**config.mk**
```make
export PLATFORM = sky130hd
export DESIGN_NAME = hamming_nearest_search_512_flat
export DESIGN_NICKNAME = d
export VERILOG_FILES = /design/src/rtl/hns_pkg.sv /design/src/rtl/hns_if.sv /design/src/rtl/hns_lane.sv /design/src/rtl/hns_merge.sv /design/src/rtl/hns_tracker.sv /design/src/rtl/hamming_nearest_search_512.sv /design/src/flat_wrapper.sv
export SDC_FILE = /design/constraint.sdc
export NUM_CORES = 2
export LEC_CHECK = 0
export BUFFER_PORTS_ARGS = -buffer_cell sky130_fd_sc_hd__buf_2
export CAP_MARGIN = 25
export CORE_UTILIZATION = 35
export DETAILED_ROUTE_END_ITERATION = 10
export GPL_ROUTABILITY_DRIVEN = 0
export PLACE_DENSITY = 0.51
export REMOVE_ABC_BUFFERS = 1
export SYNTH_ARGS = -nofsm -noshare
export SYNTH_HDL_FRONTEND = slang
export SYNTH_SLANG_ARGS = --single-unit
```
**constraint.sdc**
```tcl
create_clock -name clk_i -period 20.4 [get_ports clk_i]
set_input_delay 3.06 -clock clk_i [delete_from_list [all_inputs] [get_ports clk_i]]
set_output_delay 3.06 -clock clk_i [all_outputs]
set_load 0.01 [all_outputs]
```
**src/rtl/hns_pkg.sv**
```systemverilog
// shared types and constants for the hamming nearest search
package hns_pkg;

  localparam int unsigned NumWords  = 8;
  localparam int unsigned WordW     = 64;
  localparam int unsigned WordSelW  = 3;
  localparam int unsigned CfgIdxW   = 8;
  localparam int unsigned LaneCntW  = 7;
  localparam int unsigned DistW     = 10;
  localparam int unsigned IdxW      = 16;

  localparam logic [DistW-1:0] MinReset = 10'd1023;
  localparam logic [DistW-1:0] MaxDist  = 10'd512;

  typedef logic [LaneCntW-1:0] lane_cnt_t;
  typedef logic [WordW-1:0]    word_t;

  // update stage control from the top level
  typedef struct packed {
    logic upd;   // item leaves the merge register this cycle
    logic last;  // that item ends the search
  } trk_ctl_t;

endpackage

```
**src/rtl/hns_if.sv**
```systemverilog
// valid/ready channel interfaces for corpus vectors and search results
interface hns_in_if import hns_pkg::*; ();
  logic  valid;
  logic  ready;
  word_t vec_word_0;
  word_t vec_word_1;
  word_t vec_word_2;
  word_t vec_word_3;
  word_t vec_word_4;
  word_t vec_word_5;
  word_t vec_word_6;
  word_t vec_word_7;
  logic  final_vector;

  modport source (
    output valid, vec_word_0, vec_word_1, vec_word_2, vec_word_3,
           vec_word_4, vec_word_5, vec_word_6, vec_word_7, final_vector,
    input  ready
  );
  modport sink (
    input  valid, vec_word_0, vec_word_1, vec_word_2, vec_word_3,
           vec_word_4, vec_word_5, vec_word_6, vec_word_7, final_vector,
    output ready
  );
endinterface

interface hns_out_if import hns_pkg::*; ();
  logic             valid;
  logic             ready;
  logic [IdxW-1:0]  best_index;
  logic [DistW-1:0] best_distance;

  modport source (output valid, best_index, best_distance, input ready);
  modport sink   (input valid, best_index, best_distance, output ready);
endinterface

```
**src/rtl/hns_lane.sv**
```systemverilog
// one lane: xor of a 64-bit vector word with its query word, then popcount
module hns_lane import hns_pkg::*; (
  input  logic      clk_i,
  input  logic      load_i,
  input  word_t     vec_i,
  input  word_t     query_i,
  output lane_cnt_t cnt_o
);

  lane_cnt_t cnt_d, cnt_q;

  function automatic lane_cnt_t popcount64(input word_t x);
    word_t     a;
    word_t     b;
    word_t     c;
    lane_cnt_t acc;
    a = x - ((x >> 1) & 64'h5555_5555_5555_5555);
    b = (a & 64'h3333_3333_3333_3333) + ((a >> 2) & 64'h3333_3333_3333_3333);
    c = (b + (b >> 4)) & 64'h0F0F_0F0F_0F0F_0F0F;
    acc = '0;
    // byte counts are at most 8
    for (int k = 0; k < 8; k++) begin
      acc = acc + LaneCntW'(c[8*k +: 8]);
    end
    return acc;
  endfunction

  assign cnt_d = popcount64(vec_i ^ query_i);

  always_ff @(posedge clk_i) begin
    if (load_i) begin
      cnt_q <= cnt_d;
    end
  end

  assign cnt_o = cnt_q;

endmodule

```
**src/rtl/hns_merge.sv**
```systemverilog
// merge stage: sums the lane counts into the full 512-bit distance
module hns_merge import hns_pkg::*; (
  input  logic             clk_i,
  input  logic             load_i,
  input  lane_cnt_t        cnt_i [NumWords],
  output logic [DistW-1:0] dist_o
);

  logic [DistW-1:0] dist_d, dist_q;

  always_comb begin
    dist_d = '0;
    for (int k = 0; k < NumWords; k++) begin
      dist_d = dist_d + DistW'(cnt_i[k]);
    end
  end

  always_ff @(posedge clk_i) begin
    if (load_i) begin
      dist_q <= dist_d;
    end
  end

  assign dist_o = dist_q;

endmodule

```
**src/rtl/hns_tracker.sv**
```systemverilog
// running minimum, position counter and result register
module hns_tracker import hns_pkg::*; #(
  parameter logic [IdxW-1:0] POS_LIMIT = 16'hFFFF
) (
  input  logic             clk_i,
  input  logic             rst_ni,
  input  trk_ctl_t         ctl_i,
  input  logic [DistW-1:0] dist_i,
  input  logic             out_ready_i,
  output logic             out_valid_o,
  output logic [IdxW-1:0]  best_index_o,
  output logic [DistW-1:0] best_distance_o
);

  logic [DistW-1:0] min_d, min_q;
  logic [IdxW-1:0]  best_d, best_q;
  logic [IdxW-1:0]  pos_d, pos_q;
  logic             ov_d, ov_q;
  logic [DistW-1:0] new_min;
  logic [IdxW-1:0]  new_best;
  logic             load_out;
  logic [IdxW-1:0]  idx_q;
  logic [DistW-1:0] dst_q;

  // strictly nearer replaces, so ties keep the earlier position
  always_comb begin
    if (dist_i < min_q) begin
      new_min  = dist_i;
      new_best = pos_q;
    end else begin
      new_min  = min_q;
      new_best = best_q;
    end
  end

  assign load_out = ctl_i.upd && ctl_i.last;

  always_comb begin
    min_d  = min_q;
    best_d = best_q;
    pos_d  = pos_q;
    if (ctl_i.upd) begin
      if (ctl_i.last) begin
        min_d  = MinReset;
        best_d = '0;
        pos_d  = '0;
      end else begin
        min_d  = new_min;
        best_d = new_best;
        pos_d  = (pos_q < POS_LIMIT) ? pos_q + 1'b1 : pos_q;
      end
    end
  end

  always_comb begin
    ov_d = ov_q;
    if (load_out) begin
      ov_d = 1'b1;
    end else if (out_ready_i) begin
      ov_d = 1'b0;
    end
  end

  always_ff @(posedge clk_i or negedge rst_ni) begin
    if (!rst_ni) begin
      min_q  <= MinReset;
      best_q <= '0;
      pos_q  <= '0;
      ov_q   <= 1'b0;
    end else begin
      min_q  <= min_d;
      best_q <= best_d;
      pos_q  <= pos_d;
      ov_q   <= ov_d;
    end
  end

  always_ff @(posedge clk_i) begin
    if (load_out) begin
      idx_q <= new_best;
      dst_q <= new_min;
    end
  end

  assign out_valid_o     = ov_q;
  assign best_index_o    = idx_q;
  assign best_distance_o = dst_q;

  // a result never overwrites one still waiting
  a_no_overwrite: assert property (@(posedge clk_i) disable iff (!rst_ni)
    load_out |-> (!ov_q || out_ready_i))
    else $error("result register overwritten");

  a_clear_after_last: assert property (@(posedge clk_i) disable iff (!rst_ni)
    load_out |=> (min_q == MinReset && pos_q == '0 && best_q == '0 && ov_q))
    else $error("running state not cleared after last vector");

  a_pos_bound: assert property (@(posedge clk_i) disable iff (!rst_ni)
    pos_q <= POS_LIMIT)
    else $error("position counter past its limit");

  a_dist_bound: assert property (@(posedge clk_i) disable iff (!rst_ni)
    ctl_i.upd |-> dist_i <= MaxDist)
    else $error("distance above 512");

endmodule

```
**src/rtl/hamming_nearest_search_512.sv**
```systemverilog
// top level of the 512-bit hamming nearest search
// Streams 512-bit corpus vectors against a 512-bit query held in eight
// 64-bit registers and reports, on the vector marked final, the position and
// hamming distance of the nearest vector (the earliest one on a tie), then
// starts a new search; the query is kept. One vector is taken every cycle
// unless a final vector is held back. A vector goes through three register
// stages: eight lanes that each xor and popcount one 64-bit word, a merge
// register that sums the lane counts, and the running-minimum compare, which
// is the only stage that carries state from one vector to the next and loads
// the result register. A result is loaded when its final vector leaves the
// merge register. While a result waits to be taken, non-final vectors keep
// flowing; only a second final vector waits at the compare stage until the
// result register is free. Positions stop at the smaller of MAX_CORPUS-1 and
// 65535. Query registers take writes at indexes 0 to 7; other indexes are
// ignored. Write the query only while no search is in flight.
module hamming_nearest_search_512 import hns_pkg::*; #(
  parameter longint unsigned MAX_CORPUS = 65536
) (
  input  logic               clk_i,
  input  logic               rst_ni,
  input  logic               cfg_we_i,
  input  logic [CfgIdxW-1:0] cfg_idx_i,
  input  word_t              cfg_data_i,
  hns_in_if.sink             in_i,
  hns_out_if.source          out_o
);

  // last position the counter may reach
  localparam logic [IdxW-1:0] PosLimit =
    (MAX_CORPUS - 1 > 65535) ? 16'hFFFF : IdxW'(MAX_CORPUS - 1);

  // query registers
  word_t query_q [NumWords];

  always_ff @(posedge clk_i or negedge rst_ni) begin
    if (!rst_ni) begin
      for (int k = 0; k < NumWords; k++) begin
        query_q[k] <= '0;
      end
    end else if (cfg_we_i && (cfg_idx_i < CfgIdxW'(NumWords))) begin
      query_q[cfg_idx_i[WordSelW-1:0]] <= cfg_data_i;
    end
  end

  // pipeline occupancy and the final flag that rides along
  logic s1_v_d, s1_v_q, s1_final_q;
  logic s2_v_d, s2_v_q, s2_final_q;
  logic in_xfer, s1_go, s1_free, s2_go, s2_free, out_free, out_valid;
  trk_ctl_t trk_ctl;

  // result register can take a new result this cycle
  assign out_free = !out_valid || out_o.ready;
  // a non-final vector never needs the result register
  assign s2_go    = s2_v_q && (!s2_final_q || out_free);
  assign s2_free  = !s2_v_q || s2_go;
  assign s1_go    = s1_v_q && s2_free;
  assign s1_free  = !s1_v_q || s1_go;

  assign in_i.ready = s1_free;
  assign in_xfer    = in_i.valid && s1_free;

  assign s1_v_d = s1_free ? in_xfer : s1_v_q;
  assign s2_v_d = s2_free ? s1_v_q  : s2_v_q;

  always_ff @(posedge clk_i or negedge rst_ni) begin
    if (!rst_ni) begin
      s1_v_q <= 1'b0;
      s2_v_q <= 1'b0;
    end else begin
      s1_v_q <= s1_v_d;
      s2_v_q <= s2_v_d;
    end
  end

  always_ff @(posedge clk_i) begin
    if (in_xfer) begin
      s1_final_q <= in_i.final_vector;
    end
    if (s1_go) begin
      s2_final_q <= s1_final_q;
    end
  end

  // lanes: one 64-bit word each
  word_t            vec_w [NumWords];
  lane_cnt_t        lane_cnt [NumWords];
  logic [DistW-1:0] dist_sum;

  assign vec_w[0] = in_i.vec_word_0;
  assign vec_w[1] = in_i.vec_word_1;
  assign vec_w[2] = in_i.vec_word_2;
  assign vec_w[3] = in_i.vec_word_3;
  assign vec_w[4] = in_i.vec_word_4;
  assign vec_w[5] = in_i.vec_word_5;
  assign vec_w[6] = in_i.vec_word_6;
  assign vec_w[7] = in_i.vec_word_7;

  for (genvar g = 0; g < NumWords; g++) begin : g_lane
    hns_lane u_lane (
      .clk_i   (clk_i),
      .load_i  (in_xfer),
      .vec_i   (vec_w[g]),
      .query_i (query_q[g]),
      .cnt_o   (lane_cnt[g])
    );
  end

  hns_merge u_merge (
    .clk_i  (clk_i),
    .load_i (s1_go),
    .cnt_i  (lane_cnt),
    .dist_o (dist_sum)
  );

  assign trk_ctl = '{upd: s2_go, last: s2_final_q};

  hns_tracker #(
    .POS_LIMIT (PosLimit)
  ) u_tracker (
    .clk_i           (clk_i),
    .rst_ni          (rst_ni),
    .ctl_i           (trk_ctl),
    .dist_i          (dist_sum),
    .out_ready_i     (out_o.ready),
    .out_valid_o     (out_valid),
    .best_index_o    (out_o.best_index),
    .best_distance_o (out_o.best_distance)
  );

  assign out_o.valid = out_valid;

endmodule
```
**src/flat_wrapper.sv**
```systemverilog
// flat-port wrapper written by rule: the top's interface ports become plain ports
module hamming_nearest_search_512_flat import hns_pkg::*;
#(
  parameter longint unsigned MAX_CORPUS = 65536
)
  (clk_i, rst_ni, cfg_we_i, cfg_idx_i, cfg_data_i, in_i_valid, in_i_vec_word_0, in_i_vec_word_1, in_i_vec_word_2, in_i_vec_word_3, in_i_vec_word_4, in_i_vec_word_5, in_i_vec_word_6, in_i_vec_word_7, in_i_final_vector, in_i_ready, out_o_valid, out_o_best_index, out_o_best_distance, out_o_ready);
  hns_in_if in_i_i ();
  hns_out_if out_o_i ();
  input  logic clk_i;
  input  logic rst_ni;
  input  logic cfg_we_i;
  input  logic [CfgIdxW-1:0] cfg_idx_i;
  input  word_t cfg_data_i;
  input wire logic [$bits(in_i_i.valid)-1:0] in_i_valid;
  input wire logic [$bits(in_i_i.vec_word_0)-1:0] in_i_vec_word_0;
  input wire logic [$bits(in_i_i.vec_word_1)-1:0] in_i_vec_word_1;
  input wire logic [$bits(in_i_i.vec_word_2)-1:0] in_i_vec_word_2;
  input wire logic [$bits(in_i_i.vec_word_3)-1:0] in_i_vec_word_3;
  input wire logic [$bits(in_i_i.vec_word_4)-1:0] in_i_vec_word_4;
  input wire logic [$bits(in_i_i.vec_word_5)-1:0] in_i_vec_word_5;
  input wire logic [$bits(in_i_i.vec_word_6)-1:0] in_i_vec_word_6;
  input wire logic [$bits(in_i_i.vec_word_7)-1:0] in_i_vec_word_7;
  input wire logic [$bits(in_i_i.final_vector)-1:0] in_i_final_vector;
  output wire logic [$bits(in_i_i.ready)-1:0] in_i_ready;
  output wire logic [$bits(out_o_i.valid)-1:0] out_o_valid;
  output wire logic [$bits(out_o_i.best_index)-1:0] out_o_best_index;
  output wire logic [$bits(out_o_i.best_distance)-1:0] out_o_best_distance;
  input wire logic [$bits(out_o_i.ready)-1:0] out_o_ready;
  assign in_i_i.valid = in_i_valid;
  assign in_i_i.vec_word_0 = in_i_vec_word_0;
  assign in_i_i.vec_word_1 = in_i_vec_word_1;
  assign in_i_i.vec_word_2 = in_i_vec_word_2;
  assign in_i_i.vec_word_3 = in_i_vec_word_3;
  assign in_i_i.vec_word_4 = in_i_vec_word_4;
  assign in_i_i.vec_word_5 = in_i_vec_word_5;
  assign in_i_i.vec_word_6 = in_i_vec_word_6;
  assign in_i_i.vec_word_7 = in_i_vec_word_7;
  assign in_i_i.final_vector = in_i_final_vector;
  assign in_i_ready = in_i_i.ready;
  assign out_o_valid = out_o_i.valid;
  assign out_o_best_index = out_o_i.best_index;
  assign out_o_best_distance = out_o_i.best_distance;
  assign out_o_i.ready = out_o_ready;
  hamming_nearest_search_512 #(.MAX_CORPUS(MAX_CORPUS)) u_core (.clk_i(clk_i), .rst_ni(rst_ni), .cfg_we_i(cfg_we_i), .cfg_idx_i(cfg_idx_i), .cfg_data_i(cfg_data_i), .in_i(in_i_i), .out_o(out_o_i));
endmodule
```
# [Word-level counts from Yosys, hierarchy flattened]
# Index checks and enable logic that the tools add are counted.
[totals] input_bits=590 output_inout_bits=28 word_cells=157 register_bits=651
[classes] order_cmp=5 n_addsub=88 mux=11 bitwise_logic=9 reduce_logical=17
[op_table] op="bitwise mux 512 bit" n=1
[op_table] op="subtractor 64 x 63 -> 64 bit" n=8
[op_table] op="XOR 64 bit" n=8
[op_table] op="adder 62 x 62 -> 63 bit" n=8
[op_table] op="adder 60 x 59 -> 60 bit" n=8
[op_table] op="adder 7 x 4 -> 7 bit" n=40
[op_table] op="demux 64 bit (select 3 bit)" n=1
[op_table] op="2-to-1 mux 16 bit" n=4
[op_table] op="2-to-1 mux 64 bit" n=1
[op_table] op="adder 5 x 4 -> 6 bit" n=8
[op_table] op="adder 10 x 7 -> 10 bit" n=4
[op_table] op="adder 4 x 4 -> 5 bit" n=8
[op_table] op="2-to-1 mux 10 bit" n=2
[op_table] op="adder 16 x 1 -> 16 bit, second input constant" n=1
[op_table] op="less-than comparator 16 bit, second input constant" n=1
[op_table] op="adder 9 x 7 -> 10 bit" n=1
[op_table] op="less-than comparator 10 bit" n=1
[op_table] op="adder 8 x 7 -> 9 bit" n=1
[op_table] op="adder 7 x 7 -> 8 bit" n=1
[op_table] op="less-than comparator 8 x 4 -> 1 bit, second input constant" n=1
[op_table] op="logical AND 1 bit" n=6
[op_table] op=">= comparator 4 bit, second input constant" n=1
[op_table] op="zero test 1 bit" n=4
[op_table] op="logical OR 1 bit" n=4
[op_table] op="5 further kinds" n=7

# [Longest topological paths before layout]
[logic_depth] ltp_word=11 ltp_mapped=34 ltp_nobuf=34

# [Hierarchy]
# From an unflattened synthesis, not the netlist that was laid out.
[hier_totals] cells_unflattened=7940 area_unflattened_um2=77250.3
[by_module_without_submodules] module="hns_lane (u_core.g_lane[5].u_lane ...)" seq_area_each_um2=210.2 area_per_inst_um2=6697.7 cells_per_inst=808 instances=3
[by_module_without_submodules] module="hamming_nearest_search_512" seq_area_each_um2=12922.4 area_per_inst_um2=19274.7 cells_per_inst=1101 instances=1
[by_module_without_submodules] module="hns_lane (u_core.g_lane[0].u_lane)" seq_area_each_um2=210.2 area_per_inst_um2=6596.3 cells_per_inst=797 instances=1
[by_module_without_submodules] module="hns_lane (u_core.g_lane[2].u_lane)" seq_area_each_um2=210.2 area_per_inst_um2=6587.6 cells_per_inst=804 instances=1
[by_module_without_submodules] module="hns_lane (u_core.g_lane[4].u_lane)" seq_area_each_um2=210.2 area_per_inst_um2=6500.0 cells_per_inst=751 instances=1
[by_module_without_submodules] module="hns_lane (u_core.g_lane[3].u_lane)" seq_area_each_um2=210.2 area_per_inst_um2=6470.0 cells_per_inst=771 instances=1
[by_module_without_submodules] module="hns_lane (u_core.g_lane[1].u_lane)" seq_area_each_um2=210.2 area_per_inst_um2=6452.4 cells_per_inst=776 instances=1
[by_module_without_submodules] module="hns_tracker" seq_area_each_um2=1869.3 area_per_inst_um2=3455.8 cells_per_inst=342 instances=1
[by_module_without_submodules] module="hns_merge" seq_area_each_um2=300.3 area_per_inst_um2=1820.5 cells_per_inst=174 instances=1

# [Least setup slack after synthesis]
# No wires, ideal clock.
[synth_path] path_kind="in2reg" from="in in_i_vec_word_1[7]" to="reg u_core.g_lane[1].u_lane.cnt_q[6] (data pin)" path_buffers=0 path_slack_ps=10056 stages=32 arrival_ps=10086 t_required_ps=20142 setup_ps=258 path_cell_list="xor2_1 inv_1 ha_1 inv_1 or4_1 a211oi_1 or3_1 a21o_1 nand2b_1 and2_1 xnor2_1 fa_1 inv_1 fa_1 inv_1 fa_1 ha_1 inv_1 fa_1 inv_1 fa_1 fa_1 inv_1 fa_1 inv_1 ha_1 inv_1 fa_1 inv_1 a21o_1 a21oi_1 xnor2_1"
[synth_between] elab_chain_cells=11
[synth_lines] element="start, declared" line_no="flat_wrapper.sv:16" source="input wire logic [$bits(in_i_i.vec_word_1)-1:0] in_i_vec_word_1;"
[synth_lines] element="XOR 64 bit *" line_no="hns_lane.sv:28" source="assign cnt_d = popcount64(vec_i ^ query_i);"
[synth_lines] element="subtractor 64 x 63 -> 64 bit *" line_no="hns_lane.sv:17" source="a = x - ((x >> 1) & 64'h5555_5555_5555_5555);"
[synth_lines] element="adder 62 x 62 -> 63 bit *" line_no="hns_lane.sv:18" source="b = (a & 64'h3333_3333_3333_3333) + ((a >> 2) & 64'h3333_3333_3333_3333);"
[synth_lines] element="adder 60 x 59 -> 60 bit *" line_no="hns_lane.sv:19" source="c = (b + (b >> 4)) & 64'h0F0F_0F0F_0F0F_0F0F;"
[synth_lines] element="adder 4 x 4 -> 5 bit" line_no="hns_lane.sv:23" source="acc = acc + LaneCntW'(c[8*k +: 8]);"
[synth_lines] element="adder 5 x 4 -> 6 bit" line_no="hns_lane.sv:23"
[synth_lines] element="adder 7 x 4 -> 7 bit (4 in series)" line_no="hns_lane.sv:23"
[synth_lines] element="adder 7 x 4 -> 7 bit *" line_no="hns_lane.sv:23"
[synth_lines] element="via u_core.g_lane[1].u_lane.cnt_d[6]" line_no="hns_lane.sv:10" source="lane_cnt_t cnt_d, cnt_q;"
[synth_lines] element="end signal, assigned" line_no="hns_lane.sv:32" source="cnt_q <= cnt_d;"
[synth_lines] element="end, declared" line_no="hns_lane.sv:10"
# Mark *: on every way through the listed nets, which the timed path passes. The rest lies on a longest branch.
# A chain may end at the register's enable or synchronous reset.

# [Worst setup path in the final report]
# Ends and elaborated chain as after synthesis.

==> flow_metrics.py <==
metrics = {
    "worst_setup_path": {
        "endpoint": "u_core.g_lane[1].u_lane.cnt_o[6]",
        "crit_slowest_cell": "fa_1",
        "reg2reg_to": "u_core.g_lane[4].u_lane.cnt_o[6]",
        "worstSetupStartpointType": "input pin",
        "worstSetupPathType": "in2reg",
        "arrival_ps": 10920,
        "cp-startpoint": "in_i_vec_word_1[7]",
        "cp_slowest_stage_delay_ps": 570,
        "critPathCaptureType": "flop",
        "required_ps": 20890,
        "r2r_setup_slack_ps": 12100,
        "rr_worst_depth": 30,
        "r2r_start": "u_core.query_q[211]",
        "crit_fanout": 4,
        "crit_top_cell": "inv_1",
    },
    "finish": {
        "area_growth_pct": 13.2,
        "layout-drive-gt1-share": 0.169,
        "fin_nets": 10500,
        "final_common_cell": "inv_1",
        "final_cell_mix": "inv_1, ha_1, buf_2",
        "fin_util": 0.400,
    },
    "clock_network": {
        "cts-root-buf": "clkbuf_16",
        "clockBufferDepth": 3,
        "postCtsSetupRepairBufs": 0,
        "clk_latency_ps": 750,
        "cts.htree.levels": 3,
        "cts.sinks": 651,
        "cts-resized-gates": 0,
        "numCtsBuffers": 89,
        "cts_tree": "done",
        "cts_hold_buffers": 0,
        "path_clk_slew_ps": 60,
    },
    "die": {
        "fp.dieW_um": 466,
        "core-area_um2": 213000,
        "die-height_um": 466,
        "start_util": 0.353,
        "io_pins": 618,
        "die_area_um2": 217000,
        "row_count": 169,
    },
    "synth": {
        "syn_inst": 7760,
        "synthArstFlopShare": 0.856,
        "seq_area_frac_synth": 0.223,
        "yosys_warnings": 0,
        "avgSynthCellArea_um2": 9.70,
        "syn_area_um2": 75200,
        "ys_seq_elements": 651,
        "ys_types": 103,
        "synth_enable_flop_cells": 94,
        "ys.flop_type": "dfrtp_1",
    },
    "global_route": {
        "first_global_vias": 58100,
        "grt_usage": 0.244,
        "grt_first_pass_wirelength_um": 387000,
        "overflow": 0,
        "grt_max_degree": 69,
        "antenna_found_initial": 63,
    },
    "detailed_routing": {
        "num_vias": 58800,
        "antenna_left": 0,
        "wl_per_cell_um": 23.6,
        "finalWirelength_um": 268000,
        "firstDrtPassIters": 7,
        "drc": 0,
        "drt_iter0_drc": 4107,
        "vias_per_cell": 5.17,
    },
    "min_path": {
        "hold_class": "reg2reg",
        "hp-start": "u_core.s1_final_q",
    },
    "sta": {
        "finalClockSkew_ps": 38.0,
        "slew_viol_final": 0,
        "timing.fmax_ghz": 0.0959,
        "min_period_ps": 10430,
        "whs_ps": 445,
        "slew-limit-headroom": 0.284,
        "hold_viol": 0,
        "fin_crit_sh": 0.511,
        "rsz0062_at_grt": "false",
        "tns_ps": 0,
        "worst_slack_ps": 9970,
        "worst_pin_slew_ps": 1070,
        "finalSetupViolCount": 0,
    },
    "flow_run": {
        "cap_violations": 0,
    },
    "place": {
        "dp_hpwl_um": 212000,
        "dp_slack_ps": 9190,
        "portBuffers": 617,
    },
    "outcome": {
        "status": "complete, no violations",
    },
}
cells by family (layout without fill, tap and decap cells):
logic type,Yosys count,count (layout),share of synthesized area
fa+ha+maj,1501,1501,0.290
simple gates,1258,1258,0.0829
xor+xnor,1111,1111,0.131
other cells,0,48,0
mux,538,538,0.0805
compound gates,1465,1465,0.131
flops,651,651,0.223
buf+inv,1236,1977,0.0617
registers in the layout, summed over array words and instances (netlist names):
name                              count
u_core.query_q                      512
u_core.s1_v_q                         1
u_core.u_tracker.best_distance_o     10
u_core.s2_final_q                     1
u_core.u_tracker.pos_q               16
u_core.s2_v_q                         1
u_core.u_tracker.out_valid_o          1
u_core.u_tracker.min_q               10
u_core.u_merge.dist_o                10
u_core.g_lane.u_lane.cnt_o           56
u_core.u_tracker.best_index_o        16
u_core.u_tracker.best_q              16
u_core.s1_final_q                     1
how the worst min path moves through the flow:
stage                                   end  slack [ps]  cells past startpoint
after detailed placement  u_core.s2_final_q         430                      0
after floorplan           u_core.s2_final_q         400                      0
after global routing      u_core.s2_final_q         450                      0
after CTS                 u_core.s2_final_q         450                      0
after global placement    u_core.s2_final_q         430                      0
final                     u_core.s2_final_q         450                      0
critical path: cells and delay by family:
family / cells / cell delay (ps)
fa+ha+maj: 11 / 4630
compound gates: 4 / 710
xor+xnor: 3 / 620
simple gates: 4 / 950
buf+inv: 11 / 920
per-layer routing:
metal	GRT usage	wire, um
met3	0.0350	15200
met2	0.388	120000
met5	0	28
met1	0.320	116000
met4	0.126	16200
layout make-up:
type                       count  area [um^2]
fill                       21200       128000
sequential                   651        16800
antenna                       48          120
tap                         2821         3530
inverter                    1169         4390
multi-input combinational   5873        53900
clock buffer                 118         2530
clock inverter                46          566
timing repair buffer         644         3360
synth_stat cells (all sizes together), types with 67 or more instances:
cell	instances	share of area
inv	1167	0.058
ha	1100	0.18
xor2	591	0.069
dfrtp	547	0.18
mux2	536	0.080
xnor2	520	0.062
fa	401	0.11
nand2	397	0.020
a21oi	343	0.023
o21ai	318	0.021
nor2	245	0.012
a21o	183	0.018
nand4	118	0.0098
nand3	105	0.0070
edfxtp	94	0.038
a211o	78	0.0091
a211oi	71	0.0074
nor3	67	0.0046
per-stage QoR:
stage / instance area (um^2) / cells
after global placement: 81800 / 11200
after global routing: 85100 / 11400
after CTS: 85000 / 11300
after detailed placement: 81900 / 11200
after floorplan: 75000 / 7693
final: 85200 / 11400
Power is left out: the tool's default activity adds up to more than one toggle a clock period on the data nets, which glitch-free logic cannot reach.
